File: src/jan_pkg.sv
// ----------------------------------------------------------------------------
// jan_pkg
// Shared constants and types for the joystick axis normalizer.
// ----------------------------------------------------------------------------
package jan_pkg;

    // default converter sample width
    localparam int SAMPLE_BITS_DEF = 10;

    // number of axes, one lane each
    localparam int NUM_AXES = 3;

    // full-scale output magnitude and its shift
    localparam int FULL_SCALE  = 128;
    localparam int SCALE_SHIFT = 7;

    // normalized axis width, signed, holds -128..128
    localparam int OUT_W = 9;

    // configuration register index
    localparam int CFG_IDX_W = 3;
    typedef logic [CFG_IDX_W-1:0] t_cfg_idx;

    localparam t_cfg_idx CFG_OFFSET_X = 3'd0;
    localparam t_cfg_idx CFG_OFFSET_Y = 3'd1;
    localparam t_cfg_idx CFG_OFFSET_Z = 3'd2;
    localparam t_cfg_idx CFG_SPAN_X   = 3'd3;
    localparam t_cfg_idx CFG_SPAN_Y   = 3'd4;
    localparam t_cfg_idx CFG_SPAN_Z   = 3'd5;

endpackage

File: src/jan_lane.sv
// ----------------------------------------------------------------------------
// jan_lane
// One axis: offset removal, restoring divide of diff*128 by the side span,
// one quotient bit per cycle, then saturation and clamp to -128..128.
// ----------------------------------------------------------------------------
module jan_lane
    import jan_pkg::*;
#(
    parameter int SAMPLE_BITS = SAMPLE_BITS_DEF
) (
    input  logic                         i_clk,
    input  logic                         i_rst_n,
    input  logic                         i_start,
    input  logic [SAMPLE_BITS-1:0]       i_raw,
    input  logic [SAMPLE_BITS-1:0]       i_offset,
    input  logic [2*SAMPLE_BITS-1:0]     i_span,
    output logic                         o_busy,
    output logic signed [OUT_W-1:0]      o_axis
);

    localparam int NW = SAMPLE_BITS + SCALE_SHIFT;
    localparam int CW = $clog2(NW + 1);

    logic                     r_busy;
    logic [CW-1:0]            r_cnt;
    logic [NW-1:0]            r_nq;
    logic [SAMPLE_BITS-1:0]   r_rem;
    logic [SAMPLE_BITS-1:0]   r_div;
    logic                     r_neg;
    logic                     r_zero;
    logic                     r_sat;

    logic signed [SAMPLE_BITS:0] w_diff;
    logic                        w_neg;
    logic [SAMPLE_BITS-1:0]      w_mag;
    logic [SAMPLE_BITS-1:0]      w_div;
    logic [SAMPLE_BITS:0]        w_rem_sh;
    logic [SAMPLE_BITS:0]        w_rem_sub;
    logic                        w_ge;
    logic [SAMPLE_BITS-1:0]      n_rem;
    logic                        w_big;
    logic [OUT_W-1:0]            w_qmag;

    // signed difference and side selection
    assign w_diff = $signed({1'b0, i_raw}) - $signed({1'b0, i_offset});
    assign w_neg  = w_diff[SAMPLE_BITS];
    assign w_mag  = w_neg ? SAMPLE_BITS'(-w_diff) : w_diff[SAMPLE_BITS-1:0];
    assign w_div  = w_neg ? i_span[2*SAMPLE_BITS-1:SAMPLE_BITS]
                          : i_span[SAMPLE_BITS-1:0];

    // one restoring step
    assign w_rem_sh  = {r_rem, r_nq[NW-1]};
    assign w_ge      = (w_rem_sh >= {1'b0, r_div});
    assign w_rem_sub = w_rem_sh - {1'b0, r_div};
    assign n_rem     = w_ge ? w_rem_sub[SAMPLE_BITS-1:0] : w_rem_sh[SAMPLE_BITS-1:0];

    // divider sequencing
    always_ff @(posedge i_clk) begin
        if (!i_rst_n) begin
            r_busy <= 1'b0;
            r_cnt  <= '0;
        end else if (i_start) begin
            r_busy <= 1'b1;
            r_cnt  <= CW'(NW);
        end else if (r_busy) begin
            r_cnt <= r_cnt - 1'b1;
            if (r_cnt == CW'(1)) begin
                r_busy <= 1'b0;
            end
        end
    end

    // divider datapath
    always_ff @(posedge i_clk) begin
        if (i_start) begin
            r_nq   <= {w_mag, SCALE_SHIFT'(0)};
            r_rem  <= '0;
            r_div  <= w_div;
            r_neg  <= w_neg;
            r_zero <= (w_diff == '0);
            r_sat  <= (w_div == '0);
        end else if (r_busy) begin
            r_nq  <= {r_nq[NW-2:0], w_ge};
            r_rem <= n_rem;
        end
    end

    // clamp and sign
    assign w_big = (r_nq > NW'(FULL_SCALE));

    always_comb begin
        if (r_zero) begin
            w_qmag = '0;
        end else if (r_sat || w_big) begin
            w_qmag = OUT_W'(FULL_SCALE);
        end else begin
            w_qmag = r_nq[OUT_W-1:0];
        end
    end

    assign o_axis = r_neg ? -$signed(w_qmag) : $signed(w_qmag);
    assign o_busy = r_busy;

endmodule

File: src/jan_debounce.sv
// ----------------------------------------------------------------------------
// jan_debounce
// Two-sample button debounce on tick items and one-shot press detection.
// ----------------------------------------------------------------------------
module jan_debounce
    import jan_pkg::*;
(
    input  logic i_clk,
    input  logic i_rst_n,
    input  logic i_update,
    input  logic i_pin,
    input  logic i_tick,
    output logic o_pressed
);

    logic r_prev_pin;
    logic r_level;
    logic r_latch;
    logic r_pressed;

    logic n_level;

    // level follows the pin when two ticked samples agree, pin low is pressed
    assign n_level = (i_tick && (i_pin == r_prev_pin)) ? ~i_pin : r_level;

    // state update once per request
    always_ff @(posedge i_clk) begin
        if (!i_rst_n) begin
            r_prev_pin <= 1'b1;
            r_level    <= 1'b0;
            r_latch    <= 1'b0;
            r_pressed  <= 1'b0;
        end else if (i_update) begin
            if (i_tick) begin
                r_prev_pin <= i_pin;
            end
            r_level   <= n_level;
            r_latch   <= n_level;
            r_pressed <= n_level & ~r_latch;
        end
    end

    assign o_pressed = r_pressed;

endmodule

File: src/joystick_axis_normalizer_unit.sv
// ----------------------------------------------------------------------------
// joystick_axis_normalizer_unit
// Three-axis joystick normalizer with button debounce, one lane per axis.
// ----------------------------------------------------------------------------
// Usage:
//  - input channel (i_in_valid/o_in_ready) takes one sample of three axes,
//    the button pin and the debounce tick; output channel
//    (o_out_valid/i_out_ready) returns the three normalized axes and the
//    one-shot button press, one result per request, in order
//  - the cfg channel writes offsets and spans; o_cfg_ready is always high,
//    writes are expected only while the unit is idle
//  - each lane runs a restoring divider with one quotient bit per cycle over
//    SAMPLE_BITS+7 bits; all three lanes run in parallel
//  - the lanes take one request at a time; o_in_ready returns once the
//    result is loaded into the output register, even while it still waits
//  - reset (synchronous, active low) loads offsets to mid-scale, both spans
//    to half-scale, clears the debounce state and drops o_out_valid
//  - a stalled receiver holds the result; a finished request then waits in
//    the lanes until the output register frees
// ----------------------------------------------------------------------------
module joystick_axis_normalizer_unit
    import jan_pkg::*;
#(
    parameter int SAMPLE_BITS = SAMPLE_BITS_DEF
) (
    input  logic                          i_clk,
    input  logic                          i_rst_n,
    // configuration
    input  logic                          i_cfg_valid,
    output logic                          o_cfg_ready,
    input  logic [CFG_IDX_W-1:0]          i_cfg_index,
    input  logic [2*SAMPLE_BITS-1:0]      i_cfg_data,
    // input requests
    input  logic                          i_in_valid,
    output logic                          o_in_ready,
    input  logic [SAMPLE_BITS-1:0]        i_raw_x,
    input  logic [SAMPLE_BITS-1:0]        i_raw_y,
    input  logic [SAMPLE_BITS-1:0]        i_raw_z,
    input  logic                          i_button_pin,
    input  logic                          i_debounce_tick,
    // results
    output logic                          o_out_valid,
    input  logic                          i_out_ready,
    output logic signed [OUT_W-1:0]       o_axis_x,
    output logic signed [OUT_W-1:0]       o_axis_y,
    output logic signed [OUT_W-1:0]       o_axis_z,
    output logic                          o_button_pressed
);

    localparam logic [SAMPLE_BITS-1:0] OFFSET_RST =
        SAMPLE_BITS'(1) << (SAMPLE_BITS - 1);
    localparam logic [2*SAMPLE_BITS-1:0] SPAN_RST = {OFFSET_RST, OFFSET_RST};

    typedef enum logic {S_IDLE, S_RUN} t_state;

    t_state                      r_state;
    logic                        r_out_valid;
    logic signed [OUT_W-1:0]     r_axis [NUM_AXES];
    logic                        r_pressed;
    logic [SAMPLE_BITS-1:0]      r_offset [NUM_AXES];
    logic [2*SAMPLE_BITS-1:0]    r_span [NUM_AXES];

    logic                        w_accept;
    logic                        w_cfg_we;
    logic                        w_lanes_busy;
    logic                        w_load;
    logic [SAMPLE_BITS-1:0]      w_raw [NUM_AXES];
    logic [NUM_AXES-1:0]         w_busy;
    logic signed [OUT_W-1:0]     w_axis [NUM_AXES];
    logic                        w_pressed;

    assign o_cfg_ready = 1'b1;
    assign w_cfg_we    = i_cfg_valid;
    assign o_in_ready  = (r_state == S_IDLE);
    assign w_accept    = i_in_valid && o_in_ready;

    assign w_raw[0] = i_raw_x;
    assign w_raw[1] = i_raw_y;
    assign w_raw[2] = i_raw_z;

    // configuration registers
    always_ff @(posedge i_clk) begin
        if (!i_rst_n) begin
            for (int a = 0; a < NUM_AXES; a++) begin
                r_offset[a] <= OFFSET_RST;
                r_span[a]   <= SPAN_RST;
            end
        end else if (w_cfg_we) begin
            unique case (i_cfg_index)
                CFG_OFFSET_X: r_offset[0] <= i_cfg_data[SAMPLE_BITS-1:0];
                CFG_OFFSET_Y: r_offset[1] <= i_cfg_data[SAMPLE_BITS-1:0];
                CFG_OFFSET_Z: r_offset[2] <= i_cfg_data[SAMPLE_BITS-1:0];
                CFG_SPAN_X:   r_span[0]   <= i_cfg_data;
                CFG_SPAN_Y:   r_span[1]   <= i_cfg_data;
                CFG_SPAN_Z:   r_span[2]   <= i_cfg_data;
                default: ;
            endcase
        end
    end

    // axis lanes
    for (genvar g = 0; g < NUM_AXES; g++) begin : g_lane
        jan_lane #(
            .SAMPLE_BITS (SAMPLE_BITS)
        ) u_lane (
            .i_clk    (i_clk),
            .i_rst_n  (i_rst_n),
            .i_start  (w_accept),
            .i_raw    (w_raw[g]),
            .i_offset (r_offset[g]),
            .i_span   (r_span[g]),
            .o_busy   (w_busy[g]),
            .o_axis   (w_axis[g])
        );
    end

    // button debounce
    jan_debounce u_debounce (
        .i_clk     (i_clk),
        .i_rst_n   (i_rst_n),
        .i_update  (w_accept),
        .i_pin     (i_button_pin),
        .i_tick    (i_debounce_tick),
        .o_pressed (w_pressed)
    );

    // merge: all lanes done and output register free or draining
    assign w_lanes_busy = |w_busy;
    assign w_load = (r_state == S_RUN) && !w_lanes_busy
                    && (!r_out_valid || i_out_ready);

    // control and output register
    always_ff @(posedge i_clk) begin
        if (!i_rst_n) begin
            r_state     <= S_IDLE;
            r_out_valid <= 1'b0;
            for (int a = 0; a < NUM_AXES; a++) begin
                r_axis[a] <= '0;
            end
            r_pressed   <= 1'b0;
        end else begin
            unique case (r_state)
                S_IDLE: begin
                    if (w_accept) begin
                        r_state <= S_RUN;
                    end
                end
                S_RUN: begin
                    if (w_load) begin
                        r_state <= S_IDLE;
                    end
                end
                default: r_state <= S_IDLE;
            endcase
            if (w_load) begin
                r_out_valid <= 1'b1;
                for (int a = 0; a < NUM_AXES; a++) begin
                    r_axis[a] <= w_axis[a];
                end
                r_pressed   <= w_pressed;
            end else if (i_out_ready) begin
                r_out_valid <= 1'b0;
            end
        end
    end

    assign o_out_valid      = r_out_valid;
    assign o_axis_x         = r_axis[0];
    assign o_axis_y         = r_axis[1];
    assign o_axis_z         = r_axis[2];
    assign o_button_pressed = r_pressed;

endmodule

File: config.mk
export PLATFORM = sky130hd
export DESIGN_NAME = joystick_axis_normalizer_unit
export DESIGN_NICKNAME = d
export VERILOG_FILES = /design/src/jan_pkg.sv /design/src/jan_lane.sv /design/src/jan_debounce.sv /design/src/joystick_axis_normalizer_unit.sv
export SDC_FILE = /design/constraint.sdc
export NUM_CORES = 1
export LEC_CHECK = 0
export ABC_AREA = 0
export BUFFER_PORTS_ARGS = -buffer_cell sky130_fd_sc_hd__buf_2
export CAP_MARGIN = 0
export CORE_MARGIN = 2
export CORE_UTILIZATION = 50
export DETAILED_ROUTE_END_ITERATION = 10
export HOLD_SLACK_MARGIN = 0.15
export PLACE_DENSITY = 0.66
export SETUP_SLACK_MARGIN = 0.1
export SYNTH_ARGS = -nofsm -noshare
export SYNTH_HDL_FRONTEND = slang
export SYNTH_SLANG_ARGS = --single-unit
export TNS_END_PERCENT = 100
File: constraint.sdc
create_clock -name i_clk -period 6.3 [get_ports i_clk]
set_input_delay 0.63 -clock i_clk [delete_from_list [all_inputs] [get_ports i_clk]]
set_output_delay 0.63 -clock i_clk [all_outputs]
set_load 0.02 [all_outputs]
==> results of run 1 <==
-- power by group through the flow --
stage	clock [W]	sequential [W]	combinational, W
after floorplan	0	0.00217	0.000895
after global placement	0	0.00219	0.00112
after detailed placement	0	0.00219	0.00114
after CTS	0.00172	0.00215	0.00115
after global routing	0.00179	0.00217	0.00129
final	0.00168	0.00215	0.00114
-- final cells by class --
type / count / area, um^2
Clock buffer: 32 / 737.0
Clock inverter: 22 / 215.2
Fill cell: 2447 / 11940
Inverter: 99 / 371.6
Multi-Input combinational cell: 934 / 6405
Sequential cell: 261 / 7087
Tap cell: 378 / 473.0
Timing Repair Buffer: 104 / 558.0
-- cell usage after synthesis, types with 31 or more instances --
master	number	area share (%)
a21oi_1	72	2.6
clkbuf_1	36	0.96
dfxtp_1	75	11
edfxtp_1	186	40
ha_1	72	6.4
inv_1	99	2.6
mux2i_1	41	2.9
nand2_1	86	2.3
nand3_1	46	1.6
nor2_1	132	3.5
o21ai_0	67	2.4
xnor2_1	47	2.9
xor2_1	31	1.9
-- metal layers --
| metal | vias up | routed length [um] | GRT usage [%] |
|---|---|---|---|
| met5 | - | 0 | 0 |
| met4 | 0 | 587 | 5.188 |
| met3 | 38 | 1368 | 3.106 |
| met2 | 222 | 13190 | 32.32 |
| met1 | 4665 | 14790 | 30.10 |
| li1 | 5074 | - | - |
-- through the flow --
stage	power (W)	area [um^2]	util, %	setup WS, ns
final	0.004976	15850	57.04	3.193
after global routing	0.005257	15850	57.04	3.003
after CTS	0.005019	15850	57.04	3.202
after detailed placement	0.003328	14890	53.61	2.765
after global placement	0.003306	14890	53.61	2.846
after floorplan	0.003061	14070	-	3.368
-- worst max-delay path, stage by stage, from the launching register on --
cell and delay [ns]:
edfxtp_1 0.34, ha_1 0.17, inv_1 0.06, fa_1 0.42, a21oi_1 0.18, a2bb2oi_1 0.36, a211oi_1 0.13, a211o_1 0.58
nand2b_1 0.30, xor2_1 0.14, a21o_1 0.17
-- cells in the final DEF (no fill, tap or decap), types with 15 or more instances in the layout --
cell,count
xnor2_1,47
mux2_2,28
buf_2,89
a21oi_1,72
ha_1,72
nand3_1,46
nand2_1,85
nor2b_1,15
edfxtp_1,186
xor2_1,31
a211oi_1,28
mux2i_1,41
nor2_1,132
inv_1,98
dfxtp_1,75
a21o_1,16
nand2b_1,15
o21a_1,16
o21ai_0,63
and2_1,28
buf_4,15
clkbuf_16,29
nor4_1,23
nor3_1,24
-- worst min path at each step --
stage | startpoint | end | depth (start not counted)
after floorplan | u_debounce.o_pressed | u_debounce.o_pressed | 2
after global placement | u_debounce.o_pressed | u_debounce.o_pressed | 2
after detailed placement | u_debounce.o_pressed | u_debounce.o_pressed | 2
after CTS | i_in_valid | r_state | 3
after global routing | i_in_valid | r_state | 3
final | i_in_valid | r_state | 3
-- logic make-up (layout without fill, tap and decap cells) --
logic type / after synthesis / count (layout)
buf+inv: 150 / 257
simple gates: 418 / 418
fa+ha+maj: 78 / 78
compound gates: 290 / 290
xor+xnor: 78 / 78
mux: 69 / 69
flops: 261 / 261
other cells: 1 / 1
-- flip-flops by register name, indices dropped and copies added, names as in the netlist --
register,flops
g_lane.u_lane.o_busy,3
g_lane.u_lane.r_cnt,15
g_lane.u_lane.r_div,30
g_lane.u_lane.r_neg,3
g_lane.u_lane.r_nq,51
g_lane.u_lane.r_rem,30
g_lane.u_lane.r_sat,3
g_lane.u_lane.r_zero,3
o_button_pressed,1
o_out_valid,1
r_axis,27
r_offset,30
r_span,60
r_state,1
u_debounce.o_pressed,1
u_debounce.r_level,1
u_debounce.r_prev_pin,1
==> run_results.csv, run 1 <==
group,metric,value,unit
outcome,status,"completed",
synth,synthCells,1345,
route,drc,0,
sta,grt_setup_unrepaired,"no",
critical_path,cp-endpoint,"g_lane[0].u_lane.r_nq[10]",
sta,max_freq,321.9,MHz
critical_path,arrival,3.41,ns
critical_path,timing.rr.start,"r_offset[0][0]",
cells_and_area,drive_gt1_share,13.50,%
clock_network,cts_resized,0,
synth,ys.flop_type,"edfxtp_1",
power_and_ir_drop,p_sw,0.001478,W
synth,synth_nets,1483,
synth,ys_warn_count,0,
sta,worst_pin_slew,1.273,ns
sta,worst_clock_skew,0.01478,ns
critical_path,rrSetupSlack,3.19,ns
grt,grt_max_degree,92,
synth,synthXorXnorAreaFrac,4.855,%
floorplan,fp-row-count,61,
power_and_ir_drop,swShare,29.70,%
power_and_ir_drop,power_density,314.0,mW/mm^2
grt,overflow,0,
clock_network,clockBufferDepth,3,
cells_and_area,nets,1567,
grt,grt_pass1_vias,9399,
synth,synthMuxAreaShare,5.158,%
power_and_ir_drop,combPwrFrac,23.0,%
route,drt-total-wl,29.93,mm
route,drtPass1Iterations,5,
synth,synth_cell_type_count,72,
synth,async_reset_ff_share,0,%
synth,synth_edf_count,186,
floorplan,die_w,171.8,um
critical_path,worstPathMaxFanout,22,
clock_network,clock_latency,0.55,ns
clock_network,clk_pin_slew,0.06,ns
route,antenna_left,0,
critical_path,end_kind,"flip-flop",
floorplan,io_pins,91,
power_and_ir_drop,ir_worst_vdd,0.2275,mV
floorplan,die_area,0.02950,mm^2
power_and_ir_drop,p_int,0.003498,W
floorplan,start_util,50.64,%
synth,synth_seq_area_share,50.37,%
power_and_ir_drop,p_seq_share,43.3,%
route,routed-via-count,9999,
sta,slew_violations,0,
run,max_cap_violations,0,
sta,whs,0.3727,ns
synth,synth_top_family_by_area,"simple AND/OR/NAND/NOR gates",
sta,slew_headroom,15.15,%
floorplan,die_y,171.8,um
clock_network,cts_setup_buffers,0,
grt,grt_pass1_wl,48.58,mm
power_and_ir_drop,p_leak,6.274,nW
synth,ys_seq_elements,261,
place,placed_cells,1776,
synth,syn_avg_cell_area,10.46,um^2
sta,setup_viol,0,
clock_network,numClockSinks,261,
clock_network,cts_tree,"done",
synth,synthAdderAreaFrac,7.257,%
sta,fin_crit_sh,49.31,%
cells_and_area,num_antenna_cells,0,
route,wl_per_cell,16.35,um
critical_path,critPathLaunch,"r_offset[0][0]",
clock_network,cts_buffers,29,
synth,synth-simple-area-share,14.39,%
place,globalplace.congestion,0.8786,
sta,hold_viol,0,
critical_path,critical_path_class,"reg -> reg",
clock_network,cts_hold_buf,0,
critical_path,r2r-end,"g_lane[0].u_lane.r_nq[10]",
grt,antenna_found_initial,0,
route,drtIter0Drc,815,
critical_path,startpoint_type,"flip-flop",
grt,grt_usage,20.63,%
cells_and_area,instances_no_fill,1830,
sta,finalCriticalPeriod,3.107,ns
critical_path,critPathRequiredTime,6.60,ns
floorplan,coreArea,0.02778,mm^2
synth,synth_compound_area_share,13.78,%
worst_hold_path,hold_class,"in -> reg",
route,vias_per_cell,5.464,
cells_and_area,syn_to_final_growth,12.63,%
clock_network,htreeDepth,1,
place,hpwl,21.86,mm
clock_network,cts-root-buf,"clkbuf_16",
place,port_buffers,89,
sta,fin_tns_setup,0,ns
synth,synth_area,0.01407,mm^2
power_and_ir_drop,clkPwrFrac,33.8,%
critical_path,worstRegToRegCells,10,
Power figures use the tool's default switching activity.
==> inputs of run 2 (changes only) <==
- ABC_AREA: 0 -> 1
- PLACE_DENSITY: 0.66 -> 0.68
- clock period: 6.3 -> 2.6 ns (I/O delays scaled with it)
==> run_results.csv, run 2 <==
group,metric,value,unit
clock_network,cts_buffers,28,
outcome,status,"completed",
cells_and_area,drive_gt1_share,11.98,%
power_and_ir_drop,power,0.01151,W
place,port_buffers,89,
synth,synth_nets,1868,
floorplan,die_w,173.8,um
synth,synth_edf_count,186,
clock_network,clockBufferDepth,3,
cells_and_area,final_common_cell,"nand2_1",
synth,async_reset_ff_share,0,%
clock_network,clock_latency,0.55,ns
route,vias_per_cell,5.130,
grt,grt_usage,21.59,%
place,hpwl,25.04,mm
grt,grt_pass1_vias,10763,
synth,synthCells,1730,
place,globalplace.congestion,0.9193,
power_and_ir_drop,ir_worst_vdd,0.5781,mV
cells_and_area,regArea,0.007087,mm^2
grt,grt_pass1_wl,53.32,mm
critical_path,path_cells,"ha_1, inv_2, fa_2, inv_2, ha_1, inv_1, nor2_2, nand3_1, nor2_2, nand3_2, a21oi_1, o21ai_1",
cells_and_area,reg_top3,"r_span: 60 flops, g_lane.u_lane.r_nq: 51 flops",
critical_path,startpoint_type,"flip-flop",
floorplan,fp-row-count,62,
sta,fin_tns_setup,0,ns
cells_and_area,largest_register_ffs,60,
synth,yosysTopAreaCell,"edfxtp_1",
sta,finalCriticalPeriod,2.356,ns
critical_path,worstPathMaxFanout,4,
synth,synth_seq_area_share,49.14,%
route,drtPass1Iterations,5,
sta,worst_clock_skew,0.02095,ns
grt,antenna_found_initial,0,
sta,worst_pin_slew,0.8906,ns
cells_and_area,fill_cells,2602,
route,routed-via-count,11646,
synth,ys_seq_elements,261,
clock_network,cts_setup_buffers,0,
critical_path,end_kind,"flip-flop",
grt,overflow,0,
synth,syn_avg_cell_area,8.337,um^2
clock_network,clk_pin_slew,0.07,ns
power_and_ir_drop,p_leak,7.545,nW
synth,ys.flop_type,"edfxtp_1",
critical_path,crit_path_max_incr_delay,0.44,ns
synth,yosysTopAreaCellShare,38.73,%
synth,synth_area,0.01442,mm^2
sta,max_freq,424.5,MHz
critical_path,critPathRequiredTime,2.89,ns
clock_network,htreeDepth,1,
floorplan,die_y,173.8,um
clock_network,cts_tree,"done",
cells_and_area,mostFrequentLayoutCells,"nand2_1, inv_1, edfxtp_1, nor2_1, nand3_1",
route,antenna_left,0,
synth,synth_cell_type_count,49,
sta,slew_headroom,40.56,%
synth,synth_common_cells,"nand2_1, inv_1, edfxtp_1",
cells_and_area,syn_to_final_growth,15.10,%
sta,slew_violations,0,
route,drc,0,
cells_and_area,nets,2002,
clock_network,numClockSinks,261,
cells_and_area,multi_input_area,0.006196,mm^2
critical_path,critical_path_class,"reg -> reg",
synth,yosysMostFrequentCell,"nand2_1",
sta,grt_setup_unrepaired,"no",
cells_and_area,num_antenna_cells,0,
floorplan,coreArea,0.02855,mm^2
synth,synthTopCellsByArea,"edfxtp_1, nand2_1, dfxtp_1",
sta,hold_viol,0,
synth,ys_warn_count,0,
critical_path,arrival,2.64,ns
route,drtIter0Drc,851,
floorplan,io_pins,91,
sta,fin_crit_sh,90.60,%
clock_network,cts-root-buf,"clkbuf_16",
cells_and_area,top_register,"r_span",
run,max_cap_violations,0,
sta,setup_viol,0,
worst_hold_path,hold_class,"in -> reg",
route,drt-total-wl,32.94,mm
floorplan,die_area,0.03022,mm^2
route,wl_per_cell,14.51,um
grt,grt_max_degree,36,
sta,whs,0.1626,ns
critical_path,slowest_stage,"fa_2",
power_and_ir_drop,power_density,693.3,mW/mm^2
floorplan,start_util,50.52,%
-- run 2: changes by cell type in the layout (fill, tap and decap cells not counted), sizes merged, moves of 25 or more --
cell,change
o21ai,+41
o22ai,+25
nand2,+386
mux2,-28
xnor2,-33
mux2i,-41
nand3,+56
nor2,+35
inv,+165
a211oi,-31
-- run 2: repair_timing --
action / 4_1_cts / 5_1_grt
hold buffers: 24 / 0
setup endpoints to repair: 0 / 19
endpoints found under the hold margin: 65 / 0
resized for setup: 0 / 24
-- run 2: metal layers --
layer  up-vias  wire length (um)  GRT usage [%]
met3        39              1412          2.500
met2       259             15520          36.79
met1      5355             15490          30.01
li1       5993                 -              -
met4         0               518          4.097
met5         -                 0              0
-- run 2: final cells by class --
| cell class | count | share of cell area [%] |
|---|---|---|
| Clock buffer | 31 | 4.349 |
| Clock inverter | 21 | 1.455 |
| Sequential cell | 261 | 42.69 |
| Multi-Input combinational cell | 1171 | 37.32 |
| Timing Repair Buffer | 133 | 5.133 |
| Inverter | 269 | 6.158 |
| Tap cell | 384 | 2.894 |
-- run 2: through the flow --
| step | worst slack (ns) | util, % | area, um^2 | instances |
|---|---|---|---|---|
| after floorplan | 0.1951 | - | 14420 | 1730 |
| after global placement | 0.1739 | 53.69 | 15330 | 2194 |
| after detailed placement | 0.1168 | 53.69 | 15330 | 2194 |
| after CTS | 0.1057 | 57.91 | 16530 | 2270 |
| after global routing | 0.1085 | 58.15 | 16600 | 2270 |
| final | 0.2443 | 58.15 | 16600 | 2270 |
-- run 2: report_power, final --
| part | total, W | internal [W] | switching [W] | leakage (nW) |
|---|---|---|---|---|
| registers | 0.00509 | 0.00490 | 0.000185 | 2.45 |
| clock network | 0.00410 | 0.00243 | 0.00167 | 0.466 |
| logic | 0.00232 | 0.000787 | 0.00153 | 4.63 |
-- run 2: path summary, 6_finish.rpt --
check | from | to | slack [ns] | cells after the start
setup / recovery | r_offset[0][20] | g_lane[2].u_lane.r_nq[15] | 0.24 | 12
hold / removal | i_cfg_data[1] | r_offset[0][1] | 0.16 | 3
setup reg to reg | r_offset[0][20] | g_lane[2].u_lane.r_nq[15] | 0.24 | 12
hold reg to reg | u_debounce.r_level | u_debounce.o_pressed | 0.47 | 1
-- run 2: kinds of logic (layout without fill, tap and decap cells) --
logic type,Yosys count,in the layout,share of synthesized area (%)
xor gates and xnor gates,21,21,1.275
buffers and inverters,298,454,8.294
and+or+nand+nor,813,813,24.16
other,1,1,0.02600
AOI/OAI and AO/OA,258,258,10.03
adders and majority gates,78,78,7.079
DFF,261,261,49.14
-- run 2: worst max-delay path: cells and delay by family (launching register included) --
kind | cells | cell delay [ns]
flip-flops | 1 | 0.39
AO/OA/AOI/OAI | 2 | 0.21
adder cells (fa/ha/maj) | 3 | 0.80
AND/OR/NAND/NOR | 4 | 0.47
buffers and inverters | 3 | 0.21
